$ cat config.mk
export PLATFORM = sky130hd
export DESIGN_NAME = cubic_bezier_tessellator_core_flat
export DESIGN_NICKNAME = d
export VERILOG_FILES = /design/src/design/bzt_pkg.sv /design/src/design/bzt_if.sv /design/src/design/bzt_recip_div.sv /design/src/design/bzt_mul.sv /design/src/design/cubic_bezier_tessellator_core.sv /design/src/flat_wrapper.sv
export SDC_FILE = /design/constraint.sdc
export NUM_CORES = 2
export LEC_CHECK = 0
export BUFFER_PORTS_ARGS = -buffer_cell sky130_fd_sc_hd__buf_4
export CAP_MARGIN = 20
export CORE_MARGIN = 4
export CORE_UTILIZATION = 60
export CTS_BUF_LIST = sky130_fd_sc_hd__clkbuf_4
export DETAILED_ROUTE_END_ITERATION = 10
export PLACE_DENSITY = 0.77
export SETUP_SLACK_MARGIN = 0.5
export SLEW_MARGIN = 10
export SYNTH_ARGS = -nofsm -noshare
export SYNTH_HDL_FRONTEND = slang
export SYNTH_SLANG_ARGS = --single-unit
$ cat constraint.sdc
create_clock -name clk -period 25.6 [get_ports clk]
set_input_delay 3.84 -clock clk [delete_from_list [all_inputs] [get_ports clk]]
set_output_delay 3.84 -clock clk [all_outputs]
set_load 0.01 [all_outputs]
$ cat src/design/bzt_pkg.sv
// Shared constants and types for the cubic Bezier tessellator.
// No dependencies; every other file in design/ refers to it by scoped name.
package bzt_pkg;

  localparam int COORD_W   = 32;                 // signed fixed-point coordinate
  localparam int FRAC      = 16;                 // fraction bits of a coordinate
  localparam int ONE_W     = FRAC + 1;           // t, u, u^2, t^2 (up to 1.0)
  localparam int WGT_W     = FRAC + 2;           // Bernstein weights (up to 3.0)
  localparam int STEPS_W   = 6;
  localparam int MUL_A_W   = COORD_W + 1;
  localparam int MUL_B_W   = WGT_W + 1;
  localparam int PROD_W    = MUL_A_W + MUL_B_W;
  localparam int SHIFT_W   = PROD_W - FRAC;
  localparam int ACC_W     = SHIFT_W + 2;        // sum of four shifted products
  localparam int OP_W      = 5;
  localparam int NUM_PTS   = 4;
  localparam int NUM_AXES  = 3;

  localparam logic [ONE_W-1:0]   ONE       = {1'b1, {FRAC{1'b0}}};
  localparam logic [STEPS_W-1:0] MAX_STEPS = STEPS_W'(63);
  localparam logic [STEPS_W-1:0] STEPS_RST = STEPS_W'(16);

  typedef logic signed [COORD_W-1:0] coord_t;
  typedef logic [WGT_W-1:0]          wgt_t;
  typedef logic [ONE_W-1:0]          frac_t;
  typedef logic [STEPS_W-1:0]        steps_t;
  typedef logic [OP_W-1:0]           op_t;

  // travels alongside an operand pair through the multiplier
  typedef struct packed {
    logic valid;
    op_t  op;
  } mul_tag_t;

endpackage

$ cat src/design/bzt_if.sv
// Handshake channels of the tessellator: segment input and line output.
// Depends on bzt_pkg for the coordinate width.
interface bzt_in_if;
  logic                                  valid;
  logic                                  ready;
  logic signed [bzt_pkg::COORD_W-1:0]    p0_x, p0_y, p0_z;
  logic signed [bzt_pkg::COORD_W-1:0]    p1_x, p1_y, p1_z;
  logic signed [bzt_pkg::COORD_W-1:0]    p2_x, p2_y, p2_z;
  logic signed [bzt_pkg::COORD_W-1:0]    p3_x, p3_y, p3_z;

  modport source (output valid, p0_x, p0_y, p0_z, p1_x, p1_y, p1_z,
                  p2_x, p2_y, p2_z, p3_x, p3_y, p3_z, input ready);
  modport sink   (input valid, p0_x, p0_y, p0_z, p1_x, p1_y, p1_z,
                  p2_x, p2_y, p2_z, p3_x, p3_y, p3_z, output ready);
endinterface

interface bzt_out_if;
  logic                                  valid;
  logic                                  ready;
  logic signed [bzt_pkg::COORD_W-1:0]    start_x, start_y, start_z;
  logic signed [bzt_pkg::COORD_W-1:0]    end_x, end_y, end_z;
  logic                                  last_line;

  modport source (output valid, start_x, start_y, start_z, end_x, end_y, end_z,
                  last_line, input ready);
  modport sink   (input valid, start_x, start_y, start_z, end_x, end_y, end_z,
                  last_line, output ready);
endinterface

$ cat src/design/bzt_recip_div.sv
// Bit-serial restoring divider: ONE / divisor, one quotient bit per cycle.
// Depends on bzt_pkg.
module bzt_recip_div (
  input  logic                clk,
  input  logic                rst,
  input  logic                start,
  input  bzt_pkg::steps_t     divisor,
  output logic                done,
  output bzt_pkg::frac_t      quo,
  output bzt_pkg::steps_t     rem
);

  localparam int CNT_W = $clog2(bzt_pkg::ONE_W + 1);

  logic [CNT_W-1:0]           cnt;
  logic                       busy;
  logic [bzt_pkg::STEPS_W:0]  trial;
  logic                       fits;

  always_comb begin
    trial = {rem, quo[bzt_pkg::ONE_W-1]};
    fits  = trial >= {1'b0, divisor};
  end

  always_ff @(posedge clk) begin
    if (rst) begin
      busy <= 1'b0;
      done <= 1'b0;
      cnt  <= '0;
    end else begin
      done <= 1'b0;
      if (start) begin
        quo  <= bzt_pkg::ONE;
        rem  <= '0;
        cnt  <= CNT_W'(bzt_pkg::ONE_W);
        busy <= 1'b1;
      end else if (busy) begin
        // dividend bits shift out of the top while quotient bits enter below
        quo <= {quo[bzt_pkg::ONE_W-2:0], fits};
        rem <= fits ? bzt_pkg::STEPS_W'(trial - {1'b0, divisor})
                    : trial[bzt_pkg::STEPS_W-1:0];
        cnt <= cnt - 1'b1;
        if (cnt == CNT_W'(1)) begin
          busy <= 1'b0;
          done <= 1'b1;
        end
      end
    end
  end

endmodule

$ cat src/design/bzt_mul.sv
// Shared signed multiplier with registered product and operation tag.
// Depends on bzt_pkg.
module bzt_mul (
  input  logic                                clk,
  input  logic                                rst,
  input  bzt_pkg::mul_tag_t                   tag_in,
  input  logic signed [bzt_pkg::MUL_A_W-1:0]  a,
  input  logic signed [bzt_pkg::MUL_B_W-1:0]  b,
  output bzt_pkg::mul_tag_t                   tag_out,
  output logic signed [bzt_pkg::PROD_W-1:0]   prod
);

  always_ff @(posedge clk) begin
    if (rst) begin
      tag_out <= '0;
    end else begin
      tag_out <= tag_in;
    end
    prod <= bzt_pkg::PROD_W'(a) * bzt_pkg::PROD_W'(b);
  end

endmodule

$ cat src/design/cubic_bezier_tessellator_core.sv
// Top level of the cubic Bezier tessellator: sequencer, operand selection,
// accumulation and output register. Depends on bzt_pkg, bzt_if, bzt_recip_div, bzt_mul.
//
//  channel        dir  handshake            payload
//  in_seg         in   valid/ready          p0..p3 x/y/z, signed Q16.16
//  out_line       out  valid/ready          start/end x/y/z, last_line
//  cfg_wr_*       in   write enable only    segment_steps (6 bit)
//
// Each sample needs 18 products through the one multiplier (6 for the
// weights, 12 for the coordinates) plus drain and emit; ONE/N is formed once
// per item by the serial divider. Sample t then advances by adding.
// Reset is synchronous; segment_steps returns to 16. A stalled output holds
// the sequencer in its emit or close step; the next segment is taken while
// the last line still waits.
module cubic_bezier_tessellator_core (
  input  logic                    clk,
  input  logic                    rst,
  input  logic                    cfg_wr_en,
  input  bzt_pkg::steps_t         cfg_wr_data,
  bzt_in_if.sink                  in_seg,
  bzt_out_if.source               out_line
);

  typedef enum logic [2:0] {S_IDLE, S_DIV, S_CALC, S_EMIT, S_CLOSE} state_t;

  localparam bzt_pkg::op_t OP_UU    = bzt_pkg::OP_W'(0);   // u*u   -> u2
  localparam bzt_pkg::op_t OP_TT    = bzt_pkg::OP_W'(1);   // t*t   -> t2
  localparam bzt_pkg::op_t OP_U3    = bzt_pkg::OP_W'(2);   // u2*u  -> w0
  localparam bzt_pkg::op_t OP_U2T   = bzt_pkg::OP_W'(3);   // u2*t  -> w1
  localparam bzt_pkg::op_t OP_UT2   = bzt_pkg::OP_W'(4);   // u*t2  -> w2
  localparam bzt_pkg::op_t OP_T3    = bzt_pkg::OP_W'(5);   // t2*t  -> w3
  localparam bzt_pkg::op_t OP_PX0   = bzt_pkg::OP_W'(6);   // first coordinate product
  localparam bzt_pkg::op_t OP_LAST  = bzt_pkg::OP_W'(17);
  localparam bzt_pkg::op_t OP_DRAIN = bzt_pkg::OP_W'(18);

  localparam int NUM_P = bzt_pkg::NUM_PTS * bzt_pkg::NUM_AXES;
  localparam int AXIS_STRIDE = bzt_pkg::NUM_PTS;

  localparam logic signed [bzt_pkg::ACC_W-1:0] CMAX =
    {{(bzt_pkg::ACC_W-bzt_pkg::COORD_W+1){1'b0}}, {(bzt_pkg::COORD_W-1){1'b1}}};
  localparam logic signed [bzt_pkg::ACC_W-1:0] CMIN =
    {{(bzt_pkg::ACC_W-bzt_pkg::COORD_W+1){1'b1}}, {(bzt_pkg::COORD_W-1){1'b0}}};

  function automatic bzt_pkg::coord_t sat_coord(input logic signed [bzt_pkg::ACC_W-1:0] v);
    if (v > CMAX)      return CMAX[bzt_pkg::COORD_W-1:0];
    else if (v < CMIN) return CMIN[bzt_pkg::COORD_W-1:0];
    else               return v[bzt_pkg::COORD_W-1:0];
  endfunction

  state_t                 state;
  bzt_pkg::steps_t        steps_cfg;
  bzt_pkg::steps_t        steps_q;
  bzt_pkg::steps_t        step_idx;
  bzt_pkg::steps_t        r_q;
  bzt_pkg::frac_t         t_q;
  bzt_pkg::frac_t         u2;
  bzt_pkg::frac_t         t2;
  bzt_pkg::wgt_t          wgt [bzt_pkg::NUM_PTS];
  bzt_pkg::op_t           op;
  bzt_pkg::coord_t        pts [NUM_P];               // index = axis*4 + point
  bzt_pkg::coord_t        prev [bzt_pkg::NUM_AXES];
  bzt_pkg::coord_t        pt [bzt_pkg::NUM_AXES];
  logic signed [bzt_pkg::ACC_W-1:0] acc;

  logic                   out_vld;
  bzt_pkg::coord_t        out_start [bzt_pkg::NUM_AXES];
  bzt_pkg::coord_t        out_end [bzt_pkg::NUM_AXES];
  logic                   out_last;

  // combinational
  logic                   accept;
  logic                   slot_free;
  bzt_pkg::steps_t        steps_clamped;
  logic                   div_start;
  logic                   div_done;
  bzt_pkg::frac_t         div_quo;
  bzt_pkg::steps_t        div_rem;
  bzt_pkg::frac_t         u;
  bzt_pkg::op_t           idx_iss;
  bzt_pkg::op_t           idx_wb;
  logic [1:0]             j_wb;
  logic [1:0]             c_wb;
  bzt_pkg::mul_tag_t      iss_tag;
  bzt_pkg::mul_tag_t      wb_tag;
  logic signed [bzt_pkg::MUL_A_W-1:0] mul_a;
  logic signed [bzt_pkg::MUL_B_W-1:0] mul_b;
  logic signed [bzt_pkg::PROD_W-1:0]  prod;
  bzt_pkg::frac_t         prod_frac;
  bzt_pkg::wgt_t          prod_wgt;
  bzt_pkg::wgt_t          prod_wgt3;
  logic signed [bzt_pkg::SHIFT_W-1:0] prod_sh;
  logic signed [bzt_pkg::ACC_W-1:0]   acc_sum;
  logic [bzt_pkg::STEPS_W:0]          r_sum;
  logic                   r_wrap;
  bzt_pkg::steps_t        r_next;
  bzt_pkg::frac_t         t_next;

  assign accept        = in_seg.valid && in_seg.ready;
  assign slot_free     = !out_vld || out_line.ready;
  assign steps_clamped = (steps_cfg > bzt_pkg::MAX_STEPS) ? bzt_pkg::MAX_STEPS : steps_cfg;
  assign div_start     = accept && (steps_clamped != '0);
  assign in_seg.ready  = (state == S_IDLE);

  bzt_recip_div u_div (
    .clk     (clk),
    .rst     (rst),
    .start   (div_start),
    .divisor (steps_clamped),
    .done    (div_done),
    .quo     (div_quo),
    .rem     (div_rem)
  );

  // operand selection for the shared multiplier
  always_comb begin
    u             = bzt_pkg::ONE - t_q;
    idx_iss       = op - OP_PX0;
    iss_tag.valid = (state == S_CALC) && (op <= OP_LAST);
    iss_tag.op    = op;
    case (op)
      OP_UU: begin
        mul_a = bzt_pkg::MUL_A_W'(u);
        mul_b = bzt_pkg::MUL_B_W'(u);
      end
      OP_TT: begin
        mul_a = bzt_pkg::MUL_A_W'(t_q);
        mul_b = bzt_pkg::MUL_B_W'(t_q);
      end
      OP_U3: begin
        mul_a = bzt_pkg::MUL_A_W'(u2);
        mul_b = bzt_pkg::MUL_B_W'(u);
      end
      OP_U2T: begin
        mul_a = bzt_pkg::MUL_A_W'(u2);
        mul_b = bzt_pkg::MUL_B_W'(t_q);
      end
      OP_UT2: begin
        mul_a = bzt_pkg::MUL_A_W'(u);
        mul_b = bzt_pkg::MUL_B_W'(t2);
      end
      OP_T3: begin
        mul_a = bzt_pkg::MUL_A_W'(t2);
        mul_b = bzt_pkg::MUL_B_W'(t_q);
      end
      default: begin
        mul_a = (idx_iss[3:0] < 4'(NUM_P)) ? bzt_pkg::MUL_A_W'(pts[idx_iss[3:0]]) : '0;
        mul_b = bzt_pkg::MUL_B_W'(wgt[idx_iss[1:0]]);
      end
    endcase
  end

  bzt_mul u_mul (
    .clk     (clk),
    .rst     (rst),
    .tag_in  (iss_tag),
    .a       (mul_a),
    .b       (mul_b),
    .tag_out (wb_tag),
    .prod    (prod)
  );

  // product write-back and step advance
  always_comb begin
    idx_wb    = wb_tag.op - OP_PX0;
    j_wb      = idx_wb[1:0];
    c_wb      = idx_wb[3:2];
    prod_frac = prod[bzt_pkg::FRAC +: bzt_pkg::ONE_W];
    prod_wgt  = prod[bzt_pkg::FRAC +: bzt_pkg::WGT_W];
    prod_wgt3 = prod_wgt + (prod_wgt << 1);
    prod_sh   = prod[bzt_pkg::PROD_W-1:bzt_pkg::FRAC];   // floor shift
    acc_sum   = ((j_wb == 2'd0) ? '0 : acc) + bzt_pkg::ACC_W'(prod_sh);

    r_sum  = {1'b0, r_q} + {1'b0, div_rem};
    r_wrap = r_sum >= {1'b0, steps_q};
    r_next = r_wrap ? bzt_pkg::STEPS_W'(r_sum - {1'b0, steps_q})
                    : r_sum[bzt_pkg::STEPS_W-1:0];
    t_next = t_q + div_quo + bzt_pkg::ONE_W'(r_wrap);
  end

  always_ff @(posedge clk) begin
    if (rst) begin
      state     <= S_IDLE;
      steps_cfg <= bzt_pkg::STEPS_RST;
      out_vld   <= 1'b0;
      op        <= OP_UU;
    end else begin
      if (cfg_wr_en) begin
        steps_cfg <= cfg_wr_data;
      end
      if (out_vld && out_line.ready) begin
        out_vld <= 1'b0;
      end

      if (wb_tag.valid) begin
        case (wb_tag.op)
          OP_UU:   u2     <= prod_frac;
          OP_TT:   t2     <= prod_frac;
          OP_U3:   wgt[0] <= prod_wgt;
          OP_U2T:  wgt[1] <= prod_wgt3;
          OP_UT2:  wgt[2] <= prod_wgt3;
          OP_T3:   wgt[3] <= prod_wgt;
          default: begin
            acc <= acc_sum;
            if (j_wb == 2'd3) begin
              pt[c_wb] <= sat_coord(acc_sum);
            end
          end
        endcase
      end

      case (state)
        S_IDLE: begin
          if (accept) begin
            pts[0]  <= in_seg.p0_x;
            pts[1]  <= in_seg.p1_x;
            pts[2]  <= in_seg.p2_x;
            pts[3]  <= in_seg.p3_x;
            pts[4]  <= in_seg.p0_y;
            pts[5]  <= in_seg.p1_y;
            pts[6]  <= in_seg.p2_y;
            pts[7]  <= in_seg.p3_y;
            pts[8]  <= in_seg.p0_z;
            pts[9]  <= in_seg.p1_z;
            pts[10] <= in_seg.p2_z;
            pts[11] <= in_seg.p3_z;
            prev[0] <= in_seg.p0_x;
            prev[1] <= in_seg.p0_y;
            prev[2] <= in_seg.p0_z;
            t_q      <= '0;
            r_q      <= '0;
            step_idx <= '0;
            steps_q  <= steps_clamped;
            state    <= (steps_clamped == '0) ? S_CLOSE : S_DIV;
          end
        end
        S_DIV: begin
          if (div_done) begin
            op    <= OP_UU;
            state <= S_CALC;
          end
        end
        S_CALC: begin
          op <= op + 1'b1;
          if (op == OP_DRAIN) begin
            state <= S_EMIT;
          end
        end
        S_EMIT: begin
          if (slot_free) begin
            out_vld   <= 1'b1;
            out_start <= prev;
            out_end   <= pt;
            out_last  <= 1'b0;
            prev      <= pt;
            step_idx  <= step_idx + 1'b1;
            t_q       <= t_next;
            r_q       <= r_next;
            op        <= OP_UU;
            state     <= ((step_idx + 1'b1) == steps_q) ? S_CLOSE : S_CALC;
          end
        end
        S_CLOSE: begin
          if (slot_free) begin
            out_vld    <= 1'b1;
            out_start  <= prev;
            out_end[0] <= pts[3];
            out_end[1] <= pts[3 + AXIS_STRIDE];
            out_end[2] <= pts[3 + 2*AXIS_STRIDE];
            out_last   <= 1'b1;
            prev[0]    <= pts[3];
            prev[1]    <= pts[3 + AXIS_STRIDE];
            prev[2]    <= pts[3 + 2*AXIS_STRIDE];
            state      <= S_IDLE;
          end
        end
        default: state <= S_IDLE;
      endcase
    end
  end

  assign out_line.valid     = out_vld;
  assign out_line.start_x   = out_start[0];
  assign out_line.start_y   = out_start[1];
  assign out_line.start_z   = out_start[2];
  assign out_line.end_x     = out_end[0];
  assign out_line.end_y     = out_end[1];
  assign out_line.end_z     = out_end[2];
  assign out_line.last_line = out_last;

endmodule

$ cat src/flat_wrapper.sv
// flat-port wrapper written by rule: the top's interface ports become plain ports
module cubic_bezier_tessellator_core_flat 
  (clk, rst, cfg_wr_en, cfg_wr_data, in_seg_valid, in_seg_p0_x, in_seg_p0_y, in_seg_p0_z, in_seg_p1_x, in_seg_p1_y, in_seg_p1_z, in_seg_p2_x, in_seg_p2_y, in_seg_p2_z, in_seg_p3_x, in_seg_p3_y, in_seg_p3_z, in_seg_ready, out_line_valid, out_line_start_x, out_line_start_y, out_line_start_z, out_line_end_x, out_line_end_y, out_line_end_z, out_line_last_line, out_line_ready);
  bzt_in_if in_seg_i ();
  bzt_out_if out_line_i ();
  input  logic clk;
  input  logic rst;
  input  logic cfg_wr_en;
  input  bzt_pkg::steps_t cfg_wr_data;
  input wire logic [$bits(in_seg_i.valid)-1:0] in_seg_valid;
  input wire logic [$bits(in_seg_i.p0_x)-1:0] in_seg_p0_x;
  input wire logic [$bits(in_seg_i.p0_y)-1:0] in_seg_p0_y;
  input wire logic [$bits(in_seg_i.p0_z)-1:0] in_seg_p0_z;
  input wire logic [$bits(in_seg_i.p1_x)-1:0] in_seg_p1_x;
  input wire logic [$bits(in_seg_i.p1_y)-1:0] in_seg_p1_y;
  input wire logic [$bits(in_seg_i.p1_z)-1:0] in_seg_p1_z;
  input wire logic [$bits(in_seg_i.p2_x)-1:0] in_seg_p2_x;
  input wire logic [$bits(in_seg_i.p2_y)-1:0] in_seg_p2_y;
  input wire logic [$bits(in_seg_i.p2_z)-1:0] in_seg_p2_z;
  input wire logic [$bits(in_seg_i.p3_x)-1:0] in_seg_p3_x;
  input wire logic [$bits(in_seg_i.p3_y)-1:0] in_seg_p3_y;
  input wire logic [$bits(in_seg_i.p3_z)-1:0] in_seg_p3_z;
  output wire logic [$bits(in_seg_i.ready)-1:0] in_seg_ready;
  output wire logic [$bits(out_line_i.valid)-1:0] out_line_valid;
  output wire logic [$bits(out_line_i.start_x)-1:0] out_line_start_x;
  output wire logic [$bits(out_line_i.start_y)-1:0] out_line_start_y;
  output wire logic [$bits(out_line_i.start_z)-1:0] out_line_start_z;
  output wire logic [$bits(out_line_i.end_x)-1:0] out_line_end_x;
  output wire logic [$bits(out_line_i.end_y)-1:0] out_line_end_y;
  output wire logic [$bits(out_line_i.end_z)-1:0] out_line_end_z;
  output wire logic [$bits(out_line_i.last_line)-1:0] out_line_last_line;
  input wire logic [$bits(out_line_i.ready)-1:0] out_line_ready;
  assign in_seg_i.valid = in_seg_valid;
  assign in_seg_i.p0_x = in_seg_p0_x;
  assign in_seg_i.p0_y = in_seg_p0_y;
  assign in_seg_i.p0_z = in_seg_p0_z;
  assign in_seg_i.p1_x = in_seg_p1_x;
  assign in_seg_i.p1_y = in_seg_p1_y;
  assign in_seg_i.p1_z = in_seg_p1_z;
  assign in_seg_i.p2_x = in_seg_p2_x;
  assign in_seg_i.p2_y = in_seg_p2_y;
  assign in_seg_i.p2_z = in_seg_p2_z;
  assign in_seg_i.p3_x = in_seg_p3_x;
  assign in_seg_i.p3_y = in_seg_p3_y;
  assign in_seg_i.p3_z = in_seg_p3_z;
  assign in_seg_ready = in_seg_i.ready;
  assign out_line_valid = out_line_i.valid;
  assign out_line_start_x = out_line_i.start_x;
  assign out_line_start_y = out_line_i.start_y;
  assign out_line_start_z = out_line_i.start_z;
  assign out_line_end_x = out_line_i.end_x;
  assign out_line_end_y = out_line_i.end_y;
  assign out_line_end_z = out_line_i.end_z;
  assign out_line_last_line = out_line_i.last_line;
  assign out_line_i.ready = out_line_ready;
  cubic_bezier_tessellator_core u_core (.clk(clk), .rst(rst), .cfg_wr_en(cfg_wr_en), .cfg_wr_data(cfg_wr_data), .in_seg(in_seg_i), .out_line(out_line_i));
endmodule
Word-level counts from Yosys, hierarchy flattened:

Memories as Yosys holds them, arrays and structs flattened.
Index checks and enable logic that the tools add are counted.

* muxes and demuxes: 83
* bitwise operators: 4
* reductions and logical operators: 41
* eq/ne operators: 23
* order comparisons: 9
* add/subtract/negate cells: 13
* multipliers: 1

Operators by type and width (count)
* $mux 96: 3
* $pmux 96 s3: 1
* $mux 32: 7
* $pmux 96 s2: 1
* $pmux 33 s4: 1
* $bwmux 96: 1
* $demux 32 s2: 1
* $mux 18: 3
* $pmux 18 s3: 1
* $reduce_or 18->1: 3
* $mul 33x19->52: 1
* $mux 17: 3
* $mux 6: 7
* $add 38x38->38: 1
* $gt 38x32->1 const B: 1
* $lt 38x32->1 const B: 1
* $mux 38: 1
* $pmux 17 s2: 1
* $mux 33: 1
* $mux 1: 32
* $pmux 6 s2: 2
* $mux 3: 7
* $eq 5x2->1 const B: 4
* $eq 5x3->1 const B: 4
* other kinds (49): 86

* memories: 2
* input bits: 395
* register bits: 595
* bits in writable memories: 456

Memory list
* u_core.pts: depth 12, width 32, read ports 4, clocked after memory_dff 0, wr ports 12, RTL line cubic_bezier_tessellator_core.sv:60 `bzt_pkg::coord_t pts [NUM_P];`
* u_core.wgt: depth 4, width 18, read ports 1, clocked after memory_dff 0, wr ports 1, RTL line cubic_bezier_tessellator_core.sv:58 `bzt_pkg::wgt_t wgt [bzt_pkg::NUM_PTS];`

Logic depth before layout (Yosys ltp):

* depth after elaboration: 12
* depth in mapped cells: 39
* gate-level depth less buffers: 34

Cells and area by module:

A second synthesis with hierarchy kept.

* cell total of the unflattened synthesis: 5318
* area, all modules: 66221.0 um2

By module, submodules not included
* cubic_bezier_tessellator_core: area an instance 41951.5 um2, cells each 2745, sequential area each 28767.6 um2, times used 1
* bzt_mul: area an instance 22709.3 um2, cells each 2437, sequential area each 1161.1 um2, times used 1
* bzt_recip_div: area an instance 1560.2 um2, cells each 136, sequential area each 830.8 um2, times used 1

Least setup slack after synthesis:

Ideal clock, no wire load.

* path kind: input -> register
* from: input port rst
* to: memory u_core.pts[0][0] in the netlist's numbering (enable)
* stages: 2
* arrival time: 19.967 ns
* slack: 4.493 ns
* required time: 24.459 ns
* library setup time: 1.141 ns
* buffers on the path: 1
* cells stage by stage: buf_1 > nor2_1

RTL lines
* from (decl): RTL line flat_wrapper.sv:7 `input logic rst;`
* to (decl): RTL line cubic_bezier_tessellator_core.sv:60

Final worst setup path:

* from: register u_core.op[0]
* to: register u_core.u_mul.prod[45] in the netlist's numbering

* word-level cells in the longest chain between the ends: 5
* elaborated cells between the ends (all ways): 18

RTL lines
* from (decl): RTL line cubic_bezier_tessellator_core.sv:59 `bzt_pkg::op_t op;`
* from (signal assigned): RTL line cubic_bezier_tessellator_core.sv:243 `op <= op + 1'b1;`
* $sub 4x3->4: RTL line cubic_bezier_tessellator_core.sv:117 `idx_iss = op - OP_PX0;`
* $mem_v2 12x32 or $lt 4x4->1 (tied branches)
* $mux 33: RTL line cubic_bezier_tessellator_core.sv:146 `mul_a = (idx_iss[3:0] < 4'(NUM_P)) ? bzt_pkg::MUL_A_W'(pts[idx_iss[3:0]]) : '0;`
* $pmux 33 s4: RTL line cubic_bezier_tessellator_core.sv:120 `case (op)`
* $mul 33x19->52 *: RTL line bzt_mul.sv:19 `prod <= bzt_pkg::PROD_W'(a) * bzt_pkg::PROD_W'(b);`
* to (signal assigned): RTL line bzt_mul.sv:19
* to (decl): RTL line bzt_mul.sv:10 `output logic signed [bzt_pkg::PROD_W-1:0] prod`

Mark *: on every way between the ends. The rest lies on a longest branch, timed or not.
A chain may end at the register's enable or synchronous reset.

==> flow_metrics.tcl <==
set metrics [dict create \
    status "finished clean" \
    syn_nets 6381 \
    synthesis.area_um2 63700 \
    firstDrtPassIters 8 \
    rr_worst_depth 33 \
    path_buf_inv 7 \
    yosys.area.top_type "edfxtp_1" \
    cts_resized 0 \
    vias 45600 \
    path_clk_slew_ps 70 \
    drc 0 \
    criticalPathCategory "reg2reg" \
    whs_ps 297 \
    setup_viol 0 \
    required_ps 26570 \
    die_x_um 334 \
    clock_latency_ps 1220 \
    cp_max_fo 45 \
    reg2reg_from "u_core.op[0]" \
    placed_area_um2 69900 \
    syn_inst 5198 \
    grt_max_degree 178 \
    num_rows 119 \
    rr_endpoint "u_core.u_mul.prod[45]" \
    hp-start "u_core.prev[43]" \
    post-route-min-period_ps 11830 \
    fmax_mhz 84.6 \
    layout-drive-gt1-share 0.225 \
    antenna_found_initial 35 \
    synth_area_per_cell_um2 12.3 \
    vias_per_cell 6.04 \
    yosysSeqAreaShare 0.478 \
    nFillCells 7354 \
    ys_seq_elements 1035 \
    finalWeightedCongestion 0.939 \
    yosysWarningCount 0 \
    cts_tree "built" \
    skew_ps 189 \
    synth-async-reset-ratio 0 \
    cts.path.max_buffers 4 \
    final_nets 7126 \
    arrival_ps 12800 \
    cts-htree-levels 5 \
    wire_per_inst_um 25.6 \
    grt_pass1_wl_um 288000 \
    ctsHoldBuffers 0 \
    cpMostUsedCell "fa_1" \
    cts_buffers 281 \
    slowest_delay_ps 840 \
    post_cts_buffers 0 \
    hold_viol_final 0 \
    tightest_slew_ps 1230 \
    dp_hpwl_um 141000 \
    dieArea_um2 111000 \
    cts_root_buf "clkbuf_4" \
    die_height_um 334 \
    maxCapViolations 0 \
    drtIter0Drc 5007 \
    rrSetupSlack_ps 13770 \
    io_buffers 589 \
    endpoint "u_core.u_mul.prod[45]" \
    grt_setup_unrepaired "false" \
    start_kind "flop" \
    final_common_cell "edfxtp_1" \
    slew_violations 0 \
    initial_core_util 0.604 \
    syn2layout_area_growth_pct 15.3 \
    grt_overflow_total 0 \
    routed_wl_um 193000 \
    ys_top_cells_by_area "edfxtp_1, fa_1, inv_1, ha_1, mux4_2" \
    crit_path_end_kind "flop" \
    finalSetupTns_ps 0 \
    io_pins 590 \
    min_period_over_period 0.462 \
    worst-path-stages 33 \
    synth.top_cell.area_share 0.458 \
    design.core.area_um2 105000 \
    crit_family "adder cells" \
    grt_pass1_vias 47600 \
    cts.sinks 1035 \
    slowest_stage "buf_4" \
    synthFlopType "edfxtp_1" \
    cp-startpoint "u_core.op[0]" \
    synth_edf_count 971 \
    drtAntennaViolNets 0 \
    finalNonFillerCells 7548 \
    hp-class "reg2reg" \
    synth_cell_types 78 \
    design_area_um2 73500 \
    mostFrequentLayoutCells "edfxtp_1, inv_1, buf_4" \
    dpl.cell_count 7046 \
    maxSlewHeadroom 0.173 \
    gr-usage-all-layers 0.348 \
]
-- Yosys cell counts (88+ instances only) --
| library cell | number |
|---|---|
| edfxtp_1 | 971 |
| inv_1 | 756 |
| nand2_1 | 660 |
| fa_1 | 567 |
| nor2_1 | 353 |
| ha_1 | 221 |
| clkbuf_1 | 170 |
| a21oi_1 | 155 |
| mux4_2 | 113 |
| o21ai_0 | 110 |
| a22oi_1 | 109 |
| mux2_2 | 98 |
| a21o_1 | 88 |
-- state kept, by name, summed over array words and instances (netlist names), 5 cells and up --
signal,cells
u_core.r_q,6
u_core.out_line.start_z,32
u_core.t_q,17
u_core.steps_cfg,6
u_core.steps_q,6
u_core.op,5
u_core.out_line.end_x,32
u_core.u_mul.prod,36
u_core.wgt,72
u_core.t2,17
u_core.u_div.cnt,5
u_core.step_idx,6
u_core.prev,96
u_core.out_line.start_x,32
u_core.out_line.end_y,32
u_core.u_div.quo,17
u_core.out_line.end_z,32
u_core.u_mul.tag_out,6
u_core.out_line.start_y,32
u_core.acc,38
u_core.u_div.rem,6
u_core.pts,384
u_core.u2,17
u_core.pt,96
-- area by class of cell --
class | count | area, um2 | share of cell area
multi-input cells | 3190 | 29800 | 0.406
diodes | 28 | 70.1 | 0.000954
clock buffers | 411 | 3090 | 0.0420
repair buffers | 679 | 5140 | 0.0700
clock inverters | 58 | 333 | 0.00453
inverters | 756 | 2840 | 0.0386
flip-flops and latches | 1035 | 30400 | 0.414
well taps | 1391 | 1740 | 0.0237
-- worst min-delay path by stage --
stage / endpoint / slack [ps] / depth (start not counted)
after floorplan: u_core.out_line.start_x[0] / 400 / 0
after global placement: u_core.out_line.start_x[23] / 400 / 0
after detailed placement: u_core.out_line.start_y[14] / 400 / 0
after CTS: u_core.out_line.start_z[12] / 290 / 0
after global routing: u_core.out_line.start_z[12] / 310 / 0
final: u_core.out_line.start_y[11] / 300 / 0
-- through the flow --
stage | util | setup WS (ps)
global placement | 0.663 | 14060
detailed placement | 0.663 | 13900
floorplan | - | 4490
CTS | 0.696 | 13770
finish | 0.697 | 13770
global route | 0.697 | 13050
-- cell families (layout without fill, tap and decap cells) --
family | count (synthesis) | count (layout) | synth area share
other | 0 | 28 | 0
muxes | 223 | 223 | 0.0592
buffers and inverters | 973 | 1904 | 0.0578
and+or+nand+nor | 1382 | 1382 | 0.0958
xor gates and xnor gates | 134 | 134 | 0.0184
AOI/OAI and AO/OA | 663 | 663 | 0.0692
adders and majority gates | 788 | 788 | 0.222
DFF | 1035 | 1035 | 0.478
-- per-layer routing --
metal  vias to the layer above  share of wire  global-route usage
met5                         -        0.00021                   0
met4                         6          0.061               0.199
met3                       665           0.12              0.0959
met2                      3105           0.48               0.556
met1                     22500           0.34               0.431
li1                      19300              -                   -
Power is not shown: default switching activity piles up to over one toggle a cycle in this logic, so the estimate is an artifact.
